===== config.mk =====
export PLATFORM = sky130hd
export DESIGN_NAME = term_frequency_table
export DESIGN_NICKNAME = d
export VERILOG_FILES = /design/src/rtl/tft_pkg.sv /design/src/rtl/tft_mem.sv /design/src/rtl/tft_unit.sv /design/src/rtl/tft_seq.sv /design/src/rtl/term_frequency_table.sv
export SDC_FILE = /design/constraint.sdc
export NUM_CORES = 1
export LEC_CHECK = 0
export BUFFER_PORTS_ARGS = -buffer_cell sky130_fd_sc_hd__buf_2
export CORE_UTILIZATION = 55
export CTS_BUF_LIST = sky130_fd_sc_hd__clkbuf_2 sky130_fd_sc_hd__clkbuf_4 sky130_fd_sc_hd__clkbuf_8
export CTS_CLUSTER_DIAMETER = 60
export DETAILED_ROUTE_END_ITERATION = 6
export PLACE_DENSITY_LB_ADDON = 0.05
export RECOVER_POWER = 25
export SETUP_SLACK_MARGIN = 0.4
export SLEW_MARGIN = 40
export SYNTH_ARGS = -nofsm -noshare
export SYNTH_HDL_FRONTEND = slang
export SYNTH_SLANG_ARGS = --single-unit

===== constraint.sdc =====
create_clock -name clk -period 4.1 [get_ports clk]
set_input_delay 0.82 -clock clk [delete_from_list [all_inputs] [get_ports clk]]
set_output_delay 0.82 -clock clk [all_outputs]
set_load 0.005 [all_outputs]

===== src/rtl/tft_pkg.sv =====
package tft_pkg;

  // Fixed field widths of the request and response transfers.
  localparam int DOC_W   = 24;
  localparam int FREQ_W  = 16;
  localparam int COUNT_W = 6;

  // Defaults for the top-level parameters.
  localparam int DEF_CAPACITY   = 32;
  localparam int DEF_ID_BITS    = 24;
  localparam int DEF_COUNT_BITS = 16;

  // Command codes.
  localparam logic [1:0] CMD_UPDATE = 2'd0;
  localparam logic [1:0] CMD_QUERY  = 2'd1;
  localparam logic [1:0] CMD_ENUM   = 2'd2;

  typedef struct packed {
    logic [1:0]       cmd;
    logic [DOC_W-1:0] doc_id;
  } tft_in_t;

  typedef struct packed {
    logic [DOC_W-1:0]   out_doc;
    logic [FREQ_W-1:0]  frequency;
    logic [COUNT_W-1:0] doc_count;
    logic               last;
    logic               status;
  } tft_out_t;

endpackage


===== src/rtl/tft_mem.sv =====
module tft_mem
  import tft_pkg::*;
#(
  parameter int DEPTH      = DEF_CAPACITY,
  parameter int ID_BITS    = DEF_ID_BITS,
  parameter int COUNT_BITS = DEF_COUNT_BITS,
  parameter int IDX_W      = (DEPTH > 1) ? $clog2(DEPTH) : 1
) (
  input  logic                  clk,
  input  logic                  we_id,
  input  logic                  we_cnt,
  input  logic [IDX_W-1:0]      wr_addr,
  input  logic [ID_BITS-1:0]    wr_id,
  input  logic [COUNT_BITS-1:0] wr_cnt,
  input  logic [IDX_W-1:0]      rd_addr,
  output logic [ID_BITS-1:0]    rd_id,
  output logic [COUNT_BITS-1:0] rd_cnt
);

  // Contents are undefined until written; only entries below the fill
  // count held by the sequencer are ever used.
  logic [ID_BITS-1:0]    ids    [DEPTH];
  logic [COUNT_BITS-1:0] counts [DEPTH];

  always_ff @(posedge clk) begin
    if (we_id) begin
      ids[wr_addr] <= wr_id;
    end
    if (we_cnt) begin
      counts[wr_addr] <= wr_cnt;
    end
  end

  always_ff @(posedge clk) begin
    rd_id  <= ids[rd_addr];
    rd_cnt <= counts[rd_addr];
  end

endmodule


===== src/rtl/tft_unit.sv =====
module tft_unit
  import tft_pkg::*;
#(
  parameter int ID_BITS    = DEF_ID_BITS,
  parameter int COUNT_BITS = DEF_COUNT_BITS
) (
  input  logic [ID_BITS-1:0]    key,
  input  logic [ID_BITS-1:0]    id,
  input  logic [COUNT_BITS-1:0] cnt,
  output logic                  match,
  output logic [COUNT_BITS-1:0] cnt_inc
);

  // One comparator and one saturating incrementer, shared by every entry
  // visited during a scan.
  assign match   = (key == id);
  assign cnt_inc = (cnt == {COUNT_BITS{1'b1}}) ? cnt : cnt + COUNT_BITS'(1);

endmodule


===== src/rtl/tft_seq.sv =====
module tft_seq
  import tft_pkg::*;
#(
  parameter int CAPACITY   = DEF_CAPACITY,
  parameter int ID_BITS    = DEF_ID_BITS,
  parameter int COUNT_BITS = DEF_COUNT_BITS
) (
  input  logic     clk,
  input  logic     rst,
  input  logic     req_valid,
  output logic     req_ready,
  input  tft_in_t  req,
  output logic     res_valid,
  input  logic     res_ready,
  output tft_out_t res
);

  localparam int IDX_W  = (CAPACITY > 1) ? $clog2(CAPACITY) : 1;
  localparam int USED_W = $clog2(CAPACITY + 1);

  localparam logic [2:0] S_IDLE = 3'd0;
  localparam logic [2:0] S_RD   = 3'd1;
  localparam logic [2:0] S_CMP  = 3'd2;
  localparam logic [2:0] S_MISS = 3'd3;
  localparam logic [2:0] S_EMIT = 3'd4;

  logic [2:0]            state, state_next;
  logic [1:0]            cmd, cmd_next;
  logic [ID_BITS-1:0]    key, key_next;
  logic [IDX_W-1:0]      ptr, ptr_next;
  logic [USED_W-1:0]     used, used_next;
  tft_out_t              res_next;

  logic                  we_id, we_cnt;
  logic [IDX_W-1:0]      wr_addr;
  logic [COUNT_BITS-1:0] wr_cnt;
  logic [ID_BITS-1:0]    rd_id;
  logic [COUNT_BITS-1:0] rd_cnt;
  logic                  match;
  logic [COUNT_BITS-1:0] cnt_inc;
  logic                  at_end;

  tft_mem #(
    .DEPTH      (CAPACITY),
    .ID_BITS    (ID_BITS),
    .COUNT_BITS (COUNT_BITS),
    .IDX_W      (IDX_W)
  ) u_mem (
    .clk     (clk),
    .we_id   (we_id),
    .we_cnt  (we_cnt),
    .wr_addr (wr_addr),
    .wr_id   (key),
    .wr_cnt  (wr_cnt),
    .rd_addr (ptr),
    .rd_id   (rd_id),
    .rd_cnt  (rd_cnt)
  );

  tft_unit #(
    .ID_BITS    (ID_BITS),
    .COUNT_BITS (COUNT_BITS)
  ) u_unit (
    .key     (key),
    .id      (rd_id),
    .cnt     (rd_cnt),
    .match   (match),
    .cnt_inc (cnt_inc)
  );

  assign req_ready = (state == S_IDLE);
  assign res_valid = (state == S_EMIT);
  assign at_end    = ((USED_W'(ptr) + USED_W'(1)) == used);

  always_comb begin
    state_next = state;
    cmd_next   = cmd;
    key_next   = key;
    ptr_next   = ptr;
    used_next  = used;
    res_next   = res;
    we_id      = 1'b0;
    we_cnt     = 1'b0;
    wr_addr    = ptr;
    wr_cnt     = cnt_inc;

    unique case (state)
      S_IDLE: begin
        if (req_valid) begin
          cmd_next = req.cmd;
          key_next = ID_BITS'(req.doc_id);
          case (req.cmd) inside
            CMD_UPDATE, CMD_QUERY: begin
              ptr_next   = '0;
              state_next = (used == '0) ? S_MISS : S_RD;
            end
            CMD_ENUM: begin
              if (used != '0) begin
                ptr_next   = IDX_W'(used - USED_W'(1));
                state_next = S_RD;
              end
            end
            default: begin
              state_next = S_IDLE;
            end
          endcase
        end
      end

      S_RD: begin
        state_next = S_CMP;
      end

      S_CMP: begin
        res_next.out_doc   = DOC_W'(rd_id);
        res_next.doc_count = COUNT_W'(used);
        res_next.status    = 1'b0;
        if (cmd == CMD_ENUM) begin
          res_next.frequency = FREQ_W'(rd_cnt);
          res_next.last      = (ptr == '0);
          state_next         = S_EMIT;
        end else if (match) begin
          res_next.last = 1'b1;
          if (cmd == CMD_UPDATE) begin
            we_cnt             = 1'b1;
            res_next.frequency = FREQ_W'(cnt_inc);
          end else begin
            res_next.frequency = FREQ_W'(rd_cnt);
          end
          state_next = S_EMIT;
        end else if (at_end) begin
          state_next = S_MISS;
        end else begin
          ptr_next   = ptr + IDX_W'(1);
          state_next = S_RD;
        end
      end

      S_MISS: begin
        res_next.out_doc   = DOC_W'(key);
        res_next.frequency = '0;
        res_next.last      = 1'b1;
        res_next.status    = 1'b0;
        if (cmd == CMD_UPDATE) begin
          if (used < USED_W'(CAPACITY)) begin
            we_id              = 1'b1;
            we_cnt             = 1'b1;
            wr_addr            = IDX_W'(used);
            wr_cnt             = COUNT_BITS'(1);
            used_next          = used + USED_W'(1);
            res_next.frequency = FREQ_W'(COUNT_BITS'(1));
          end else begin
            res_next.status = 1'b1;
          end
        end
        res_next.doc_count = COUNT_W'(used_next);
        state_next         = S_EMIT;
      end

      S_EMIT: begin
        if (res_ready) begin
          if (cmd == CMD_ENUM && ptr != '0) begin
            ptr_next   = ptr - IDX_W'(1);
            state_next = S_RD;
          end else begin
            state_next = S_IDLE;
          end
        end
      end

      default: begin
        state_next = S_IDLE;
      end
    endcase
  end

  always_ff @(posedge clk) begin
    if (rst) begin
      state <= S_IDLE;
      used  <= '0;
    end else begin
      state <= state_next;
      used  <= used_next;
    end
  end

  always_ff @(posedge clk) begin
    cmd <= cmd_next;
    key <= key_next;
    ptr <= ptr_next;
    res <= res_next;
  end

endmodule


===== src/rtl/term_frequency_table.sv =====
// An update or query scans the table from the oldest entry, reading each entry visited
// from memory and then comparing it; a miss then passes through the miss state, and the
// result is presented to the output register, where it then sits.
// Requests are handled one at a time; an enumerate reads and presents the listed ids in
// turn. The single read port of the entry memory and the one shared comparator make a scan visit one entry at a time.
// Reset clears the control state and the entry count; the entry memory is not cleared.
module term_frequency_table
  import tft_pkg::*;
#(
  parameter int CAPACITY   = DEF_CAPACITY,
  parameter int ID_BITS    = DEF_ID_BITS,
  parameter int COUNT_BITS = DEF_COUNT_BITS
) (
  input  logic     clk,
  input  logic     rst,
  input  logic     req_valid,
  output logic     req_ready,
  input  tft_in_t  req,
  output logic     rsp_valid,
  input  logic     rsp_ready,
  output tft_out_t rsp
);

  // The sequencer hands each finished result to the output register below. Because that
  // register is free whenever the downstream side takes its contents, the sequencer can
  // return to idle and accept the next transfer while an earlier result still waits.
  logic     res_valid;
  logic     res_ready;
  tft_out_t res;

  tft_seq #(
    .CAPACITY   (CAPACITY),
    .ID_BITS    (ID_BITS),
    .COUNT_BITS (COUNT_BITS)
  ) u_seq (
    .clk       (clk),
    .rst       (rst),
    .req_valid (req_valid),
    .req_ready (req_ready),
    .req       (req),
    .res_valid (res_valid),
    .res_ready (res_ready),
    .res       (res)
  );

  // The output register loads when it is empty or its contents are being taken.
  assign res_ready = !rsp_valid || rsp_ready;

  always_ff @(posedge clk) begin
    if (rst) begin
      rsp_valid <= 1'b0;
    end else if (res_ready) begin
      rsp_valid <= res_valid;
    end
  end

  always_ff @(posedge clk) begin
    if (res_valid && res_ready) begin
      rsp <= res;
    end
  end

  // A result offered by the sequencer but not yet taken must hold until it is.
  a_res_hold: assert property (@(posedge clk) disable iff (rst)
    res_valid && !res_ready |=> res_valid && $stable(res))
    else $error("sequencer result changed while stalled");

  // A dropped id is only reported when the table is full, with no count.
  a_full_drop: assert property (@(posedge clk) disable iff (rst)
    rsp_valid && rsp.status |->
      rsp.frequency == '0 && rsp.doc_count == COUNT_W'(CAPACITY) && rsp.last)
    else $error("drop reported on a table that is not full");

  // The sequencer takes no new request while a result of its own is pending.
  a_ready_idle: assert property (@(posedge clk) disable iff (rst)
    req_ready |-> !res_valid)
    else $error("request accepted while a result is pending");

endmodule

==> out/metrics.yaml, run 1 <==
layout:
  area_growth_pct: 14.30
  fillers: 6805
  multi_input_area_mm2: 0.01241
  instances_no_fill: 4336
  seq_area_mm2: 0.04325
  drive_gt1_frac: 0.3642
  fin_nets: 2824
clock_tree:
  cts.sinks: 1457
  htree_levels: 4
  cts-buffers-inserted: 222
  clk_pin_slew_worst_paths_ns: 0.06
  hold_buffers: 0
  postCtsResizedCells: 0
  cts_tree: "done"
  cts_root_buffer: "clkbuf_8"
  worstSkewPairLatency_ns: 0.88
  clockBufferDepth: 3
  postCtsSetupRepairBufs: 0
yosys:
  synth_area_mm2: 0.05580
  synth-seq-cells: 1457
  synth.area.top_cells: "edfxtp_1 76%, mux4_2 16%, dfxtp_1 1.8%"
  synth_nets: 2499
  syn_avg_cell_area_um2: 22.69
  synth_top_cell_by_area: "edfxtp_1"
  syn_inst: 2459
  synth.most_common_cell: "edfxtp_1"
  synth-warning-count: 0
  ys_types: 49
  yosysTopAreaCellShare: 0.7572
  ys_top_cells_by_count: "1407 x edfxtp_1, 400 x mux4_2, 96 x nand2_1"
  synth_ff_type: "edfxtp_1"
  synth_edf_count: 1407
  async_flop_share: 0
  yosysSeqAreaShare: 0.7751
routing:
  dr.pass1.iters: 5
  avgViaCountPerCell: 6.070
  drt_iter0_drc: 2741
  vias: 26320
  ant_nets: 0
  routed_wl_mm: 128.5
  drc: 0
  wl_per_cell_um: 29.64
sta:
  drv_slew: 206
  hold_viol_final: 0
  setup_viol: 0
  hold_ws_ns: 0.1276
  period_share: 0.8945
  layout_min_cycle_time_ns: 3.667
  relSlewSlack: -0.1497
  fmax_ghz: 0.2727
  tightest_slew_ns: 1.725
  fin_setup_tns_ns: 0
  rsz0062_at_grt: "false"
  skew_ns: 0.03454
critical_path:
  crit_family: "buffers and inverters"
  start_kind: "flop"
  required_ns: 4.64
  path_cells: "clkbuf_1 > xnor2_1 > nand4_1 > nor4_1 > buf_4 > nand4_1 > buf_4 > a21oi_2 > buf_4"
  cpMostUsedCell: "buf_4"
  cp_num_buf_inv: 4
  cpPeakStageDelay_ns: 1.22
  crit_arrival_ns: 4.21
  slowest_stage: "clkbuf_1"
  critical_path_class: "flop to flop"
  crit_path_max_fanout: 34
  rrSetupSlack_ns: 0.43
  endpoint_kind: "flop"
status:
  violations: "max-capacitance violations, max-slew violations"
  status: "finished, violations left"
floorplan:
  die_h_um: 320.5
  core_mm2: 0.1003
  dieArea_mm2: 0.1027
  ios: 80
  rows: 116
  die_w_um: 320.5
  start_util: 0.5564
global_routing:
  track_usage: 0.2575
  overflow: 0
  antenna_found_initial: 5
  grt_pass1_wl_mm: 186.4
  grt_max_degree: 90
  grt_pass1_vias: 27220
placed_design:
  port_buffers: 79
  gp_congestion: 0.8125
  place_hpwl_mm: 75.38
  place_inst: 3915
pwr:
  p_leak_nw: 20.22
  power-per-cell-area_mw_per_mm2: 519.4
  ir_worst_vdd_mv: 0.3062
  p_total_mw: 33.13
min_path:
  min_path_type: "input port to flop"
job:
  maxCapViolations: 7
[worst reg2reg max path: cells and delay by family, from the launching register on]
kind                      cells  cell delay (ns)
buffers and inverters         4             2.02
and+or+nand+nor               3             0.53
DFF                           1             0.32
xor gates and xnor gates      1             0.31
AOI/OAI and AO/OA             1             0.16
[power breakdown]
group          internal, mW  switching, mW  total [mW]  leakage [nW]
Clock                  6.51           5.41        11.9          2.39
Sequential             17.2          0.269        17.5          13.1
Combinational          1.45           2.28        3.72          4.74
[cell families (layout without fill, tap and decap cells)]
logic type               after synthesis  after routing  share of synthesized area
AO/OA/AOI/OAI                         94             94                    0.01032
XOR/XNOR                              63             63                   0.009889
adder cells (fa/ha/maj)               10             10                   0.002377
buffers and inverters                133            648                    0.01038
flip-flops                          1457           1457                     0.7751
multiplexers                         448            448                     0.1710
other                                  0              5                          0
AND/OR/NAND/NOR                      254            254                    0.02090
[cell usage in the layout, fill, tap and decap left out, drive strengths merged, types with 2 or more instances in the layout]
| cell type | n |
|---|---|
| nand2b | 11 |
| dfxtp | 50 |
| nand3b | 2 |
| xor2 | 10 |
| buf | 192 |
| or3 | 4 |
| nor2b | 3 |
| xnor2 | 53 |
| bufinv | 4 |
| nor2 | 63 |
| o21a | 2 |
| nor4b | 2 |
| diode | 5 |
| mux4 | 400 |
| nand4 | 12 |
| clkbuf | 360 |
| clkinvlp | 5 |
| a21boi | 2 |
| a21o | 5 |
| nand2 | 96 |
| or2 | 2 |
| nor3 | 14 |
| mux2 | 42 |
| a31o | 3 |
| clkinv | 72 |
| a211oi | 6 |
| a311oi | 4 |
| o311a | 3 |
| nor4 | 7 |
| edfxtp | 1407 |
| and2 | 10 |
| mux2i | 6 |
| o21ai | 6 |
| nand3 | 19 |
| a21oi | 54 |
| ha | 9 |
| inv | 15 |
| and3 | 7 |
[worst paths after layout]
path                                     from                         to  cells after the start
worst max-delay path             u_seq.key[5]  u_seq.u_mem.counts[22][4]                      9
worst min register to register  u_seq.res[46]                    rsp[46]                      0
worst max register to register   u_seq.key[5]  u_seq.u_mem.counts[22][4]                      9
worst min-delay path                  req[16]              u_seq.key[16]                      1
[sequential cells by signal, indices dropped and copies added (netlist names)]
register            count
u_seq.cmd               2
u_seq.u_mem.ids       768
u_seq.ptr               5
u_seq.used              6
u_seq.state             3
u_seq.u_mem.counts    512
u_seq.key              24
u_seq.u_mem.rd_cnt     16
rsp                    48
u_seq.u_mem.rd_id      24
u_seq.res              48
rsp_valid               1
[cell type report]
cell class / count / share of cell area
flip-flops and latches: 1457 / 0.6781
multi-input cells: 869 / 0.1946
clock buffers: 328 / 0.06293
repair buffers: 224 / 0.02900
well taps: 1357 / 0.02662
clock inverters: 86 / 0.007965
inverters: 10 / 0.0005885
diodes: 5 / 0.0001962
[stage by stage]
step / cell area, um2 / setup slack (ns) / utilization
6_report: 63780 / 0.4327 / 0.6359
5_1_grt: 63770 / 0.2544 / 0.6358
4_1_cts: 63800 / 0.6137 / 0.6362
3_5_place_dp: 59280 / 0.6640 / 0.5911
3_3_place_gp: 59200 / 0.7967 / 0.5903
2_1_floorplan: 55800 / 0.5728 / -
[routing by layer]
layer / vias up / global-route usage / share of wire
met5: - / 0.01324 / 0.0015
met4: 2 / 0.06677 / 0.019
met3: 188 / 0.07805 / 0.095
met2: 1110 / 0.3857 / 0.46
met1: 13990 / 0.3724 / 0.42
li1: 11030 / - / -
Power figures use the tool's default switching activity.
==> inputs of run 2 (changes only) <==
--- a/config.mk
+++ b/config.mk
@@ -5,7 +5,7 @@
 export SDC_FILE = /design/constraint.sdc
 export NUM_CORES = 1
 export LEC_CHECK = 0
-export BUFFER_PORTS_ARGS = -buffer_cell sky130_fd_sc_hd__buf_2
+export BUFFER_PORTS_ARGS = -buffer_cell sky130_fd_sc_hd__buf_4
 export CORE_UTILIZATION = 55
 export CTS_BUF_LIST = sky130_fd_sc_hd__clkbuf_2 sky130_fd_sc_hd__clkbuf_4 sky130_fd_sc_hd__clkbuf_8
 export CTS_CLUSTER_DIAMETER = 60
==> out/metrics.yaml, run 2 (same netlist as run 1, synthesis figures left out) <==
sta:
  relSlewSlack: 0.004374  # +0.1540
  fmax_ghz: 0.2775  # +1.8%
  setup_viol: 0  # unchanged
  fin_setup_tns_ns: 0  # unchanged
  tightest_slew_ns: 1.493  # -0.2311 ns
  hold_viol_final: 0  # unchanged
  skew_ns: 0.04079  # +0.006250 ns
  drv_slew: 0  # -100%
  rsz0062_at_grt: "false"
  layout_min_cycle_time_ns: 3.603  # -0.06387 ns
  period_share: 0.8789  # -0.01558
critical_path:
  crit_path_max_fanout: 34  # unchanged
  endpoint_kind: "flop"
  cpPeakStageDelay_ns: 1.00  # -0.22 ns
  start_kind: "flop"
  crit_path_start: "u_seq.key[11]"
  critical_path_class: "flop to flop"
  crit_arrival_ns: 4.14  # -0.07 ns
  slowest_stage: "clkbuf_1"
  path_cells: "clkbuf_1 > xnor2_1 > nand2_1 > nor4_1 > nand4_1 > buf_4 > a21oi_2 > buf_12"
  reg2reg_from: "u_seq.key[11]"
  required_ns: 4.64  # about the same
pwr:
  p_leak_nw: 20.35  # +0.65%
  power-per-cell-area_mw_per_mm2: 513.5  # -1.1%
  ir_worst_vdd_mv: 0.2774  # -9.4%
  p_total_mw: 32.93  # -0.61%
clock_tree:
  worstSkewPairLatency_ns: 0.88  # about the same
  cts_tree: "done"
  clockBufferDepth: 3  # unchanged
  cts.sinks: 1457  # unchanged
  postCtsResizedCells: 0  # unchanged
  hold_buffers: 0  # unchanged
  htree_levels: 4  # unchanged
  cts-buffers-inserted: 222  # unchanged
  postCtsSetupRepairBufs: 0  # unchanged
  clk_pin_slew_worst_paths_ns: 0.06  # about the same
  cts_root_buffer: "clkbuf_8"
placed_design:
  port_buffers: 79  # unchanged
  place_hpwl_mm: 74.60  # -1.0%
  gp_congestion: 0.8139  # +0.17%
  place_area_mm2: 0.05975  # +0.80%
global_routing:
  grt_pass1_vias: 27390  # +0.64%
  grt_pass1_wl_mm: 191.8  # +2.9%
  overflow: 0  # unchanged
  grt_max_degree: 95  # +5.6%
  antenna_found_initial: 6  # +1
  track_usage: 0.2675  # +0.009979
layout:
  seq_area_mm2: 0.04325  # unchanged
  layout_top_registers: "u_seq.u_mem.ids x768, u_seq.u_mem.counts x512"
  layout_commonest_cell: "edfxtp_1"
  drive_gt1_frac: 0.3674  # +0.003259
  mostFrequentLayoutCells: "1407 x edfxtp_1, 400 x mux4_2, 238 x clkbuf_8"
  area_growth_pct: 14.90
  final_area_mm2: 0.06412  # +0.53%
  fillers: 6751  # -0.79%
  fin_nets: 2832  # +0.28%
  top_register: "u_seq.u_mem.ids"
  largest_reg_flops: 768  # unchanged
  multi_input_area_mm2: 0.01240  # about the same
floorplan:
  die_h_um: 320.5  # unchanged
  start_util: 0.5564  # unchanged
  dieArea_mm2: 0.1027  # unchanged
  ios: 80  # unchanged
  rows: 116  # unchanged
  die_w_um: 320.5  # unchanged
  core_mm2: 0.1003  # unchanged
routing:
  dr.pass1.iters: 5  # unchanged
  ant_nets: 0  # unchanged
  vias: 26790  # +1.8%
  routed_wl_mm: 133.1  # +3.6%
  drt_iter0_drc: 3011  # +9.9%
  avgViaCountPerCell: 6.167  # +1.6%
  drc: 0  # unchanged
  wl_per_cell_um: 30.64  # +3.4%
min_path:
  min_path_type: "input port to flop"
  worstHoldStart: "rst"
status:
  status: "finished, violations left"
  violations: "max-capacitance violations"
job:
  maxCapViolations: 1  # -6
==> run 2: cell count changes in the layout (fill, tap and decap cells not counted), sizes merged <==
cell      change
clkinvlp      -1
clkinv       +13
inv           -1
diode         -1
buf           +2
clkbuf        -4
==> run 2: through the flow <==
step	hold slack, ns	utilization	cells	worst slack, ns
after floorplan	0.4003	-	2459	0.5728
after detailed placement	0.4045	0.5958	3922	0.7012
final	0.1427	0.6393	4344	0.4966
after CTS	0.02871	0.6399	4337	0.6591
after global placement	0.4022	0.5947	3914	0.6987
after global routing	0.09119	0.6392	4341	0.3676
==> run 2: worst max-delay path: cells and delay by family (launching register included) <==
| family | cells | cell delay, ns |
|---|---|---|
| buf+inv | 3 | 1.45 |
| simple gates | 3 | 1.02 |
| flops | 1 | 0.35 |
| xor+xnor | 1 | 0.21 |
| compound gates | 1 | 0.20 |
==> run 2: report_power, final <==
| group | switching (mW) | leakage (nW) | internal [mW] | total [mW] |
|---|---|---|---|---|
| logic | 2.24 | 4.89 | 1.47 | 3.71 |
| registers | 0.256 | 13.1 | 17.2 | 17.5 |
| clock network | 5.42 | 2.37 | 6.33 | 11.7 |
| total | 7.91 | 20.3 | 25.0 | 32.9 |
==> run 2: area by class of cell <==
| cell class | instances | area share |
|---|---|---|
| diodes | 4 | 0.0001561 |
| clock buffers | 318 | 0.06046 |
| clock inverters | 97 | 0.008567 |
| inverters | 10 | 0.0005854 |
| multi-input cells | 869 | 0.1935 |
| flip-flops and latches | 1457 | 0.6746 |
| well taps | 1357 | 0.02648 |
| repair buffers | 232 | 0.03571 |
==> run 2: path summary, 6_finish.rpt <==
check,to,slack [ns],cells after the start
worst max-delay path,u_seq.u_mem.counts[20][2],0.50,8
worst min-delay path,rsp_valid,0.14,2
worst min register to register,rsp[9],0.42,0
worst max register to register,u_seq.u_mem.counts[20][2],0.50,8
==> run 2: metal layers <==
metal  share of wire  GRT usage  vias to the layer above
met2            0.46     0.3940                     1284
met5               0          0                        -
met3            0.10    0.07407                      195
met1            0.42     0.3971                    14250
li1                -          -                    11060
met4           0.022    0.07539                        0
